## config.mk

```make
export PLATFORM = sky130hd
export DESIGN_NAME = region_mean_variance
export DESIGN_NICKNAME = d
export VERILOG_FILES = /design/src/rmv_pkg.sv /design/src/region_mean_variance.sv
export SDC_FILE = /design/constraint.sdc
export NUM_CORES = 2
export LEC_CHECK = 0
export ABC_AREA = 1
export BUFFER_PORTS_ARGS = -buffer_cell sky130_fd_sc_hd__buf_2
export CAP_MARGIN = 40
export CORE_MARGIN = 2
export CORE_UTILIZATION = 34
export DETAILED_ROUTE_END_ITERATION = 16
export GPL_TIMING_DRIVEN = 0
export PLACE_DENSITY = 0.47
export SETUP_SLACK_MARGIN = 0.15
export SLEW_MARGIN = 5
export SYNTH_ARGS = -nofsm -noshare
export SYNTH_HDL_FRONTEND = slang
export SYNTH_SLANG_ARGS = --single-unit
```

## constraint.sdc

```tcl
create_clock -name i_clk -period 13.4 [get_ports i_clk]
set_input_delay 1.34 -clock i_clk [delete_from_list [all_inputs] [get_ports i_clk]]
set_output_delay 1.34 -clock i_clk [all_outputs]
set_load 0.01 [all_outputs]
```

## src/rmv_pkg.sv

```systemverilog
package rmv_pkg;

    localparam int MAX_DIM   = 1024;
    localparam int CFG_W     = 11;
    localparam int CFG_IDX_W = 3;
    localparam int PIX_W     = 8;
    localparam int POS_W     = 10;
    localparam int CNT_W     = 21;
    localparam int SUM_W     = 28;
    localparam int SQ_W      = 36;
    localparam int MEAN_W    = 16;
    localparam int VAR_W     = 22;
    localparam int FRAC_W    = 8;
    localparam int ADD_W     = 64;
    localparam int DEN_W     = 2 * CNT_W;
    localparam int ITER_W    = $clog2(ADD_W);

    localparam logic [CNT_W-1:0] COUNT_LIMIT = CNT_W'(1 << 20);
    localparam logic [CFG_W-1:0] DIM_MAX     = CFG_W'(MAX_DIM);

    localparam logic [CFG_IDX_W-1:0] CFG_COL_START = 3'd0;
    localparam logic [CFG_IDX_W-1:0] CFG_COL_END   = 3'd1;
    localparam logic [CFG_IDX_W-1:0] CFG_ROW_START = 3'd2;
    localparam logic [CFG_IDX_W-1:0] CFG_ROW_END   = 3'd3;

    typedef enum logic [2:0] {
        ST_IDLE,
        ST_MUL_CS,
        ST_MUL_SS,
        ST_SUB,
        ST_DIV_M,
        ST_MUL_CC,
        ST_DIV_V,
        ST_HOLD
    } t_state;

endpackage

```

## src/region_mean_variance.sv

```systemverilog
// Region mean and variance over a raster pixel stream.
// Input channel: pixel, col, row, frame_last under i_in_valid / o_in_ready.
// Pixels inside the half-open rectangle set by the four config registers
// (corners clamped to MAX_DIM and ordered) add to count, sum and sum of
// squares; ordinary pixels are taken one per cycle while the block is idle.
// A request with frame_last closes the frame: the pixel is counted, the
// accumulators are cleared, and the block drops ready while one shared
// 64-bit add/subtract unit runs shift-add multiplies (21, 28, 21 steps),
// one subtract and two restoring divides (36 and 64 steps).
// The result (mean_q8, variance_q8, pixel_count, empty_res) is loaded from
// the hold state; an empty region goes from frame_last straight to hold.
// The result sits in an output register; ready returns once it is loaded,
// so the next frame streams in while the receiver stalls. A later frame's
// result waits in the hold state until the output register is free.
// Config writes (i_cfg_we, i_cfg_idx, i_cfg_data) take effect at once; the user
// makes them only while idle, unchecked. Reset clears config, accumulators and valid.
module region_mean_variance (
    input  logic                            i_clk,
    input  logic                            i_rst_n,
    input  logic                            i_cfg_we,
    input  logic [rmv_pkg::CFG_IDX_W-1:0]   i_cfg_idx,
    input  logic [rmv_pkg::CFG_W-1:0]       i_cfg_data,
    input  logic                            i_in_valid,
    output logic                            o_in_ready,
    input  logic [rmv_pkg::PIX_W-1:0]       i_in_pixel,
    input  logic [rmv_pkg::POS_W-1:0]       i_in_col,
    input  logic [rmv_pkg::POS_W-1:0]       i_in_row,
    input  logic                            i_in_frame_last,
    output logic                            o_out_valid,
    input  logic                            i_out_ready,
    output logic [rmv_pkg::MEAN_W-1:0]      o_out_mean_q8,
    output logic [rmv_pkg::VAR_W-1:0]       o_out_variance_q8,
    output logic [rmv_pkg::CNT_W-1:0]       o_out_pixel_count,
    output logic                            o_out_empty_res
);
    import rmv_pkg::*;

    t_state r_state, n_state;

    logic [CFG_W-1:0] r_col_start, r_col_end, r_row_start, r_row_end;

    logic [SUM_W-1:0] r_acc_sum, n_acc_sum;
    logic [SQ_W-1:0]  r_acc_sq,  n_acc_sq;
    logic [CNT_W-1:0] r_acc_cnt, n_acc_cnt;

    logic [SUM_W-1:0] r_sum, n_sum;
    logic [SQ_W-1:0]  r_sq,  n_sq;
    logic [CNT_W-1:0] r_cnt, n_cnt;
    logic             r_empty_q, n_empty_q;

    logic [ADD_W-1:0]  r_md, n_md;
    logic [SUM_W-1:0]  r_mr, n_mr;
    logic [ADD_W-1:0]  r_acc, n_acc;
    logic [ADD_W-1:0]  r_tmp, n_tmp;
    logic [ADD_W-1:0]  r_dvd, n_dvd;
    logic [DEN_W-1:0]  r_div, n_div;
    logic [DEN_W-1:0]  r_rem, n_rem;
    logic [VAR_W-1:0]  r_quo, n_quo;
    logic [MEAN_W-1:0] r_mean_q, n_mean_q;
    logic [ITER_W-1:0] r_iter, n_iter;

    logic              r_out_valid, n_out_valid;
    logic [MEAN_W-1:0] r_out_mean, n_out_mean;
    logic [VAR_W-1:0]  r_out_var, n_out_var;
    logic [CNT_W-1:0]  r_out_cnt, n_out_cnt;
    logic              r_out_empty, n_out_empty;

    // region bounds
    logic [CFG_W-1:0] cs, ce, rs, re, c_lo, c_hi, r_lo, r_hi;
    logic             in_region, in_take, inc;
    logic [CNT_W-1:0] a_cnt;
    logic [SUM_W-1:0] a_sum;
    logic [SQ_W-1:0]  a_sq;
    logic [2*PIX_W-1:0] pix_sq;

    // shared add/subtract unit
    logic [ADD_W-1:0] add_a, add_b, add_s;
    logic             add_sub, add_c;
    logic [DEN_W:0]   div_t;
    logic [ADD_W-1:0] mul_res;

    always_comb begin
        cs = (r_col_start > DIM_MAX) ? DIM_MAX : r_col_start;
        ce = (r_col_end   > DIM_MAX) ? DIM_MAX : r_col_end;
        rs = (r_row_start > DIM_MAX) ? DIM_MAX : r_row_start;
        re = (r_row_end   > DIM_MAX) ? DIM_MAX : r_row_end;
        c_lo = (cs < ce) ? cs : ce;
        c_hi = (cs < ce) ? ce : cs;
        r_lo = (rs < re) ? rs : re;
        r_hi = (rs < re) ? re : rs;
        in_region = (CFG_W'(i_in_col) >= c_lo) && (CFG_W'(i_in_col) < c_hi)
                 && (CFG_W'(i_in_row) >= r_lo) && (CFG_W'(i_in_row) < r_hi);
        in_take = i_in_valid && (r_state == ST_IDLE);
        inc     = in_take && in_region && (r_acc_cnt < COUNT_LIMIT);
        pix_sq  = i_in_pixel * i_in_pixel;
        a_cnt = inc ? r_acc_cnt + CNT_W'(1) : r_acc_cnt;
        a_sum = inc ? r_acc_sum + SUM_W'(i_in_pixel) : r_acc_sum;
        a_sq  = inc ? r_acc_sq + SQ_W'(pix_sq) : r_acc_sq;
    end

    always_comb begin
        div_t   = {r_rem, r_dvd[ADD_W-1]};
        add_a   = '0;
        add_b   = '0;
        add_sub = 1'b0;
        unique case (r_state)
            ST_MUL_CS, ST_MUL_SS, ST_MUL_CC: begin
                add_a = r_acc;
                add_b = r_md;
            end
            ST_SUB: begin
                add_a   = r_tmp;
                add_b   = r_acc;
                add_sub = 1'b1;
            end
            ST_DIV_M, ST_DIV_V: begin
                add_a   = ADD_W'(div_t);
                add_b   = ADD_W'(r_div);
                add_sub = 1'b1;
            end
            default: begin
                add_a = '0;
            end
        endcase
        {add_c, add_s} = {1'b0, add_a} + {1'b0, (add_sub ? ~add_b : add_b)}
                       + (ADD_W+1)'(add_sub);
        mul_res = r_mr[0] ? add_s : r_acc;
    end

    always_comb begin
        n_state     = r_state;
        n_acc_sum   = r_acc_sum;
        n_acc_sq    = r_acc_sq;
        n_acc_cnt   = r_acc_cnt;
        n_sum       = r_sum;
        n_sq        = r_sq;
        n_cnt       = r_cnt;
        n_empty_q   = r_empty_q;
        n_md        = r_md;
        n_mr        = r_mr;
        n_acc       = r_acc;
        n_tmp       = r_tmp;
        n_dvd       = r_dvd;
        n_div       = r_div;
        n_rem       = r_rem;
        n_quo       = r_quo;
        n_mean_q    = r_mean_q;
        n_iter      = r_iter;
        n_out_valid = r_out_valid && !i_out_ready;
        n_out_mean  = r_out_mean;
        n_out_var   = r_out_var;
        n_out_cnt   = r_out_cnt;
        n_out_empty = r_out_empty;

        unique case (r_state)
            ST_IDLE: begin
                if (in_take && i_in_frame_last) begin
                    n_acc_sum = '0;
                    n_acc_sq  = '0;
                    n_acc_cnt = '0;
                    n_sum     = a_sum;
                    n_sq      = a_sq;
                    n_cnt     = a_cnt;
                    n_empty_q = (a_cnt == '0);
                    n_md      = ADD_W'(a_sq);
                    n_mr      = SUM_W'(a_cnt);
                    n_acc     = '0;
                    n_iter    = ITER_W'(CNT_W - 1);
                    n_state   = (a_cnt == '0) ? ST_HOLD : ST_MUL_CS;
                end else if (in_take) begin
                    n_acc_sum = a_sum;
                    n_acc_sq  = a_sq;
                    n_acc_cnt = a_cnt;
                end
            end
            ST_MUL_CS, ST_MUL_SS, ST_MUL_CC: begin
                n_acc  = mul_res;
                n_md   = r_md << 1;
                n_mr   = r_mr >> 1;
                n_iter = r_iter - ITER_W'(1);
                if (r_iter == '0) begin
                    if (r_state == ST_MUL_CS) begin
                        n_tmp   = mul_res;
                        n_md    = ADD_W'(r_sum);
                        n_mr    = r_sum;
                        n_acc   = '0;
                        n_iter  = ITER_W'(SUM_W - 1);
                        n_state = ST_MUL_SS;
                    end else if (r_state == ST_MUL_SS) begin
                        n_state = ST_SUB;
                    end else begin
                        n_div   = mul_res[DEN_W-1:0];
                        n_dvd   = r_tmp;
                        n_rem   = '0;
                        n_quo   = '0;
                        n_iter  = ITER_W'(ADD_W - 1);
                        n_state = ST_DIV_V;
                    end
                end
            end
            ST_SUB: begin
                // dividend of the variance: (count*sq - sum^2) << 8
                n_tmp   = add_s << FRAC_W;
                n_dvd   = ADD_W'({r_sum, FRAC_W'(0)}) << (ADD_W - SUM_W - FRAC_W);
                n_div   = DEN_W'(r_cnt);
                n_rem   = '0;
                n_quo   = '0;
                n_iter  = ITER_W'(SUM_W + FRAC_W - 1);
                n_state = ST_DIV_M;
            end
            ST_DIV_M, ST_DIV_V: begin
                n_dvd  = r_dvd << 1;
                n_rem  = add_c ? add_s[DEN_W-1:0] : div_t[DEN_W-1:0];
                n_quo  = {r_quo[VAR_W-2:0], add_c};
                n_iter = r_iter - ITER_W'(1);
                if (r_iter == '0) begin
                    if (r_state == ST_DIV_M) begin
                        n_mean_q = n_quo[MEAN_W-1:0];
                        n_md     = ADD_W'(r_cnt);
                        n_mr     = SUM_W'(r_cnt);
                        n_acc    = '0;
                        n_iter   = ITER_W'(CNT_W - 1);
                        n_state  = ST_MUL_CC;
                    end else begin
                        n_state = ST_HOLD;
                    end
                end
            end
            ST_HOLD: begin
                if (!r_out_valid || i_out_ready) begin
                    n_out_valid = 1'b1;
                    n_out_mean  = r_empty_q ? '0 : r_mean_q;
                    n_out_var   = r_empty_q ? '0 : r_quo;
                    n_out_cnt   = r_cnt;
                    n_out_empty = r_empty_q;
                    n_state     = ST_IDLE;
                end
            end
            default: begin
                n_state = ST_IDLE;
            end
        endcase
    end

    always_ff @(posedge i_clk) begin
        if (!i_rst_n) begin
            r_state     <= ST_IDLE;
            r_out_valid <= 1'b0;
            r_acc_sum   <= '0;
            r_acc_sq    <= '0;
            r_acc_cnt   <= '0;
        end else begin
            r_state     <= n_state;
            r_out_valid <= n_out_valid;
            r_acc_sum   <= n_acc_sum;
            r_acc_sq    <= n_acc_sq;
            r_acc_cnt   <= n_acc_cnt;
        end
    end

    always_ff @(posedge i_clk) begin
        if (!i_rst_n) begin
            r_col_start <= '0;
            r_col_end   <= '0;
            r_row_start <= '0;
            r_row_end   <= '0;
        end else if (i_cfg_we) begin
            unique case (i_cfg_idx)
                CFG_COL_START: r_col_start <= i_cfg_data;
                CFG_COL_END:   r_col_end   <= i_cfg_data;
                CFG_ROW_START: r_row_start <= i_cfg_data;
                CFG_ROW_END:   r_row_end   <= i_cfg_data;
                default: begin
                end
            endcase
        end
    end

    always_ff @(posedge i_clk) begin
        r_sum       <= n_sum;
        r_sq        <= n_sq;
        r_cnt       <= n_cnt;
        r_empty_q   <= n_empty_q;
        r_md        <= n_md;
        r_mr        <= n_mr;
        r_acc       <= n_acc;
        r_tmp       <= n_tmp;
        r_dvd       <= n_dvd;
        r_div       <= n_div;
        r_rem       <= n_rem;
        r_quo       <= n_quo;
        r_mean_q    <= n_mean_q;
        r_iter      <= n_iter;
        r_out_mean  <= n_out_mean;
        r_out_var   <= n_out_var;
        r_out_cnt   <= n_out_cnt;
        r_out_empty <= n_out_empty;
    end

    assign o_in_ready        = (r_state == ST_IDLE);
    assign o_out_valid       = r_out_valid;
    assign o_out_mean_q8     = r_out_mean;
    assign o_out_variance_q8 = r_out_var;
    assign o_out_pixel_count = r_out_cnt;
    assign o_out_empty_res   = r_out_empty;

`ifndef NO_ASSERTIONS
    a_last_drops_ready: assert property (@(posedge i_clk) disable iff (!i_rst_n)
        (i_in_valid && o_in_ready && i_in_frame_last) |=> !o_in_ready)
        else $error("ready stayed high after frame_last request");

    a_count_limit: assert property (@(posedge i_clk) disable iff (!i_rst_n)
        r_acc_cnt <= COUNT_LIMIT)
        else $error("pixel count above limit");

    a_rem_below_div: assert property (@(posedge i_clk) disable iff (!i_rst_n)
        (r_state == ST_DIV_M || r_state == ST_DIV_V) |-> (r_rem < r_div))
        else $error("divider remainder not below divisor");

    a_hold_count: assert property (@(posedge i_clk) disable iff (!i_rst_n)
        (r_state == ST_HOLD) |-> (r_empty_q == (r_cnt == '0)))
        else $error("empty flag disagrees with count");
`endif

endmodule
```

# Yosys cells after proc, flatten, opt, wreduce, memory -nomap -nowiden
# Cells that the tools add are included.
# op_classes
addsub	6
mux	78
mul	1
bitwise	1
n_lt_le_gt_ge	11
eq_ne	18
n_reduce_logical	37
# op_table
op	n
$mux 64	17
$pmux 64 s3	5
$mux 42	7
$mux 28	8
$pmux 64 s2	1
$pmux 42 s3	1
$mux 36	3
$mux 11	8
$pmux 28 s3	1
$pmux 42 s2	1
$mux 22	3
$pmux 22 s3	1
$add 64x64->65	1
$add 65x1->65	1
$not 64->64	1
$mux 21	3
$gt 11x11->1 const B	4
$add 36x16->36	1
$mux 6	6
$add 28x8->28	1
$pmux 6 s4	1
$ge 10x11->1	2
$lt 10x11->1	2
$lt 11x11->1	2
27 further kinds	71
# totals
out_inout_bits	62
regBits	655
wordCells	178
input_bits	48

# Logic depth before layout (Yosys ltp)
# logic_depth
depth_word	15
mapped_depth	38
mapped_depth_nobuf	36

# Worst setup path before layout
# OpenSTA, ideal clock, no wires.
# synth_timing
path_type	reg-to-reg
startpoint	register r_state[1]
endpoint	register r_dvd[0] (enable)
slack_ps	2032
t_arrival_ps	10563
path_buffers	1
setup_ps	805
required_ps	12595
synth_period_minus_slack_ps	11368
stages_incl_launch_ff	8
cell_sequence	dfxtp_1 -> inv_2 -> nand2_1 -> o21ai_2 -> inv_1 -> clkbuf_1 -> nor2_1 -> a211oi_1
# synth_via
elab_chain_len	4
word_cells_on_any_way	13
classes_between	eq/ne: 9; reduce/logical: 4
# synth_rtl
item	line_no	rtl
start, declared	region_mean_variance.sv:38	t_state r_state, n_state;
start signal, assigned	region_mean_variance.sv:253	r_state <= n_state;
$eq 3x1->1, or another cell as far along	region_mean_variance.sv:155, region_mean_variance.sv:182	
$reduce_or 3->1 / $reduce_or 2->1 (equally long branches)	region_mean_variance.sv:155	unique case (r_state)
$ne 2x2->1 (no line) / $reduce_bool 3->1 (equally long branches)	n/a	
$reduce_and 4->1 (no line) *	n/a	
end signal, assigned	region_mean_variance.sv:288	r_dvd <= n_dvd;
end, declared	region_mean_variance.sv:55	logic [ADD_W-1:0] r_dvd, n_dvd;
# Every way passes the cells marked *; elsewhere a longest branch is shown, timed or not.
# A chain may end at the register's enable or synchronous reset.

# Worst setup path in the final report
# layout_timing
startpoint	register r_state[2]
endpoint	register r_rem[41] (data pin)
# layout_via
elab_chain_len	9
word_cells_on_any_way	18
classes_between	add/sub: 2; eq/ne: 6; mux: 6; bitwise: 1; reduce/logical: 3
# layout_rtl
item	line_no	rtl
$eq 3x1->1, or another cell as far along	region_mean_variance.sv:106, region_mean_variance.sv:155	
$reduce_or 3->1 / $reduce_or 2->1 (equally long branches)	region_mean_variance.sv:106, region_mean_variance.sv:155	
$pmux 64 s3	region_mean_variance.sv:106	unique case (r_state)
$not 64->64	region_mean_variance.sv:125	{add_c, add_s} = {1'b0, add_a} + {1'b0, (add_sub ? ~add_b : add_b)}
$mux 64	region_mean_variance.sv:125	
$add 64x64->65	region_mean_variance.sv:125	
$add 65x1->65	region_mean_variance.sv:126	+ (ADD_W+1)'(add_sub);
$mux 42	region_mean_variance.sv:213	n_rem = add_c ? add_s[DEN_W-1:0] : div_t[DEN_W-1:0];
$pmux 42 s3 *	region_mean_variance.sv:155	
end signal, assigned	region_mean_variance.sv:290	r_rem <= n_rem;
end, declared	region_mean_variance.sv:57	logic [DEN_W-1:0] r_rem, n_rem;
# Marked as above.

==> impl_metrics.ini <==
[timing]
slew_headroom = 0.352
fin_ws_ns = 6.36
drv_slew = 0
final-setup-viol-count = 0
timing.final.crit_share = 0.525
max_freq_ghz = 0.142
worst_pin_slew_ns = 0.972
rsz0062_at_grt = false
finalHoldViolations = 0
fin_crit_ns = 7.04
skew_ns = 0.0515
whs_ns = 0.447

[routing]
drtPass1Iterations = 5
wl_um = 148000
drc = 0
vias = 33497
drt-met1-wl_um = 66500
antenna_left = 0
drt_iter0_drc = 3552
avgRoutedWirePerCell_um = 23.3
dr_wl_met2_um = 65900
met3_length_um = 10500
maxUsedRoutingLayer = met5
via_per_inst = 5.25

[worst_setup_path]
rr_worst_depth = 27
arrival_ns = 7.44
cp.required_ns = 13.80
cp-end-kind = flip-flop
path_max_fanout = 10
cp-start-kind = flip-flop
critPathKind = reg2reg

[final_layout]
fin_nets = 5068
antenna-diode-count = 0
final_layout_size_suffix_gt1_frac = 0.0802
post-route-util = 0.398
stdcell_area_mm2 = 0.0447
syn2layout_area_growth_pct = 16.6

[logic_synthesis]
synth_top_area_cell = edfxtp_1
yosysMostFrequentCell = nand2_1
synth_top_area_frac = 0.409
synthTopCellsByArea = edfxtp_1, nand2_1, dfxtp_1
synth_common_cells = nand2_1, inv_1, edfxtp_1
yosys_register_bits = 655
syn_area_mm2 = 0.0383
netlist_instances = 4549
async_reset_ff_frac = 0
synth_seq_area_share = 0.478
synth_cell_types = 63
synth_fp_nets = 4808
synth_ff_type = edfxtp_1
avgSynthCellArea_um2 = 8.43
synth_edf_count = 522
ys_warn_count = 0

[grt]
grt_pass1_wl_um = 216000
grt_overflow = 0
antenna_found_initial = 6
grt_pass1_vias = 32870
grt_max_degree = 48
track_usage = 0.252

[placed_design]
globalplace.congestion = 0.966
dp_worst_setup_slack_ns = 6.17
place_area_mm2 = 0.0418
port_buffers = 109
dpl.hpwl_um = 118000

[power]
leakage_nw = 18.3
power_mw = 12.0
ir_worst_vdd_uv = 148
powerDensity_mw_per_mm2 = 269

[cts]
cts_resized = 0
path_clk_slew_ns = 0.06
clockRootBuffer = clkbuf_16
worstSkewPairLatency_ns = 0.69
postCtsSetupRepairBufs = 0
cts_hold_buf = 0
clockBufferDepth = 3
cts_inserted_buffers = 81
cts.sinks = 655
ctsHtreeMaxLevel = 3
cts_tree = done

[flow_run]
drv_cap = 0

[floorplan]
dieArea_mm2 = 0.115
num_io_pins = 110
die_y_um = 340
initial_core_util = 0.342
dieWidth_um = 340
rows = 123
fp.coreArea_mm2 = 0.112

[outcome]
outcome = finished, final reports clean

[hold_path]
min_path_type = reg2reg
worstHoldPathCells = 0
[logic make-up (layout without fill, tap and decap cells)]
group | after synthesis | after routing | share of synthesized area
AOI/OAI and AO/OA | 916 | 916 | 0.140
xor gates and xnor gates | 109 | 109 | 0.0249
adders and majority gates | 211 | 211 | 0.0769
buffers and inverters | 826 | 1154 | 0.0814
DFF | 655 | 655 | 0.478
muxes | 8 | 8 | 0.00212
and+or+nand+nor | 1824 | 1824 | 0.196
[per-stage QoR]
step                TNS [ns]  instances
floorplan                  0       4549
global placement     -812.55       6158
detailed placement         0       6224
CTS                        0       6375
global route               0       6377
finish                     0       6377
[critical path, stage by stage (launching register included)]
cell and delay [ns]:
dfxtp_1 0.31, buf_4 0.18, inv_1 0.16, nand2_1 0.20, clkbuf_1 0.51, clkbuf_1 0.56
buf_6 0.24, clkbuf_1 0.55, o221ai_1 0.24, ha_1 0.47, nand2_1 0.10, nor2_1 0.21
inv_1 0.08, nor2_1 0.11, and3_1 0.29, nand3_1 0.11, nand3_1 0.28, nand3_1 0.11
nand2_1 0.17, a21boi_1 0.17, inv_1 0.09, nand3_1 0.06, nand2_1 0.28, buf_1 0.39
buf_6 0.23, inv_1 0.26, o21ai_0 0.32, inv_1 0.07
[path summary, 6_finish.rpt]
check | end | startpoint | slack (ns)
max | r_rem[41] | r_state[2] | 6.36
min | r_mean_q[7] | r_quo[6] | 0.45
max reg2reg | r_rem[41] | r_state[2] | 6.36
min reg2reg | r_mean_q[7] | r_quo[6] | 0.45
[state kept, by name, indices dropped and copies added (netlist names), 21 cells and up]
signal / flops
r_rem: 42
r_acc_sum: 28
r_mr: 28
o_out_pixel_count: 21
r_sum: 28
o_out_variance_q8: 22
r_acc_cnt: 21
r_md: 64
r_acc_sq: 36
r_tmp: 64
r_dvd: 64
r_cnt: 21
r_div: 42
r_quo: 22
r_acc: 64
[where the power goes]
part / total, mW / internal [mW] / switching (mW)
registers: 3.53 / 3.28 / 0.249
clock network: 2.37 / 1.39 / 0.972
logic: 6.12 / 1.73 / 4.39
[cells in the final DEF, fill, tap and decap left out, types with 12 or more instances in the layout]
master,instances
a21oi_1,209
a22o_1,15
a22oi_1,23
a31oi_1,23
buf_2,113
buf_4,13
buf_6,24
buf_8,20
clkbuf_1,173
clkbuf_16,83
clkinv_1,14
clkinv_2,14
dfxtp_1,133
edfxtp_1,522
fa_1,41
ha_1,170
inv_1,622
inv_2,12
nand2_1,992
nand3_1,116
nand4_1,47
nor2_1,484
nor3_1,97
nor4_1,19
o2111ai_1,37
o211ai_1,34
o21a_1,18
o21ai_0,369
o21ai_1,38
o21bai_1,22
o221ai_1,36
o22ai_1,55
or2_2,12
xnor2_1,47
xor2_1,62
[layer usage]
metal / vias up / track usage
li1: 15863 / -
met1: 16229 / 0.350
met2: 1170 / 0.396
met3: 231 / 0.0414
met4: 4 / 0.0908
met5: - / 0
[final cells by class]
cell class / count / area, um^2
Buffer: 186 / 722
Clock buffer: 99 / 2220
Clock inverter: 52 / 669
Fill cell: 11518 / 67500
Inverter: 640 / 2400
Multi-Input combinational cell: 3068 / 16900
Sequential cell: 655 / 18300
Tap cell: 1500 / 1880
Timing Repair Buffer: 177 / 1540
No activity file was read; power rests on OpenSTA's default activity.
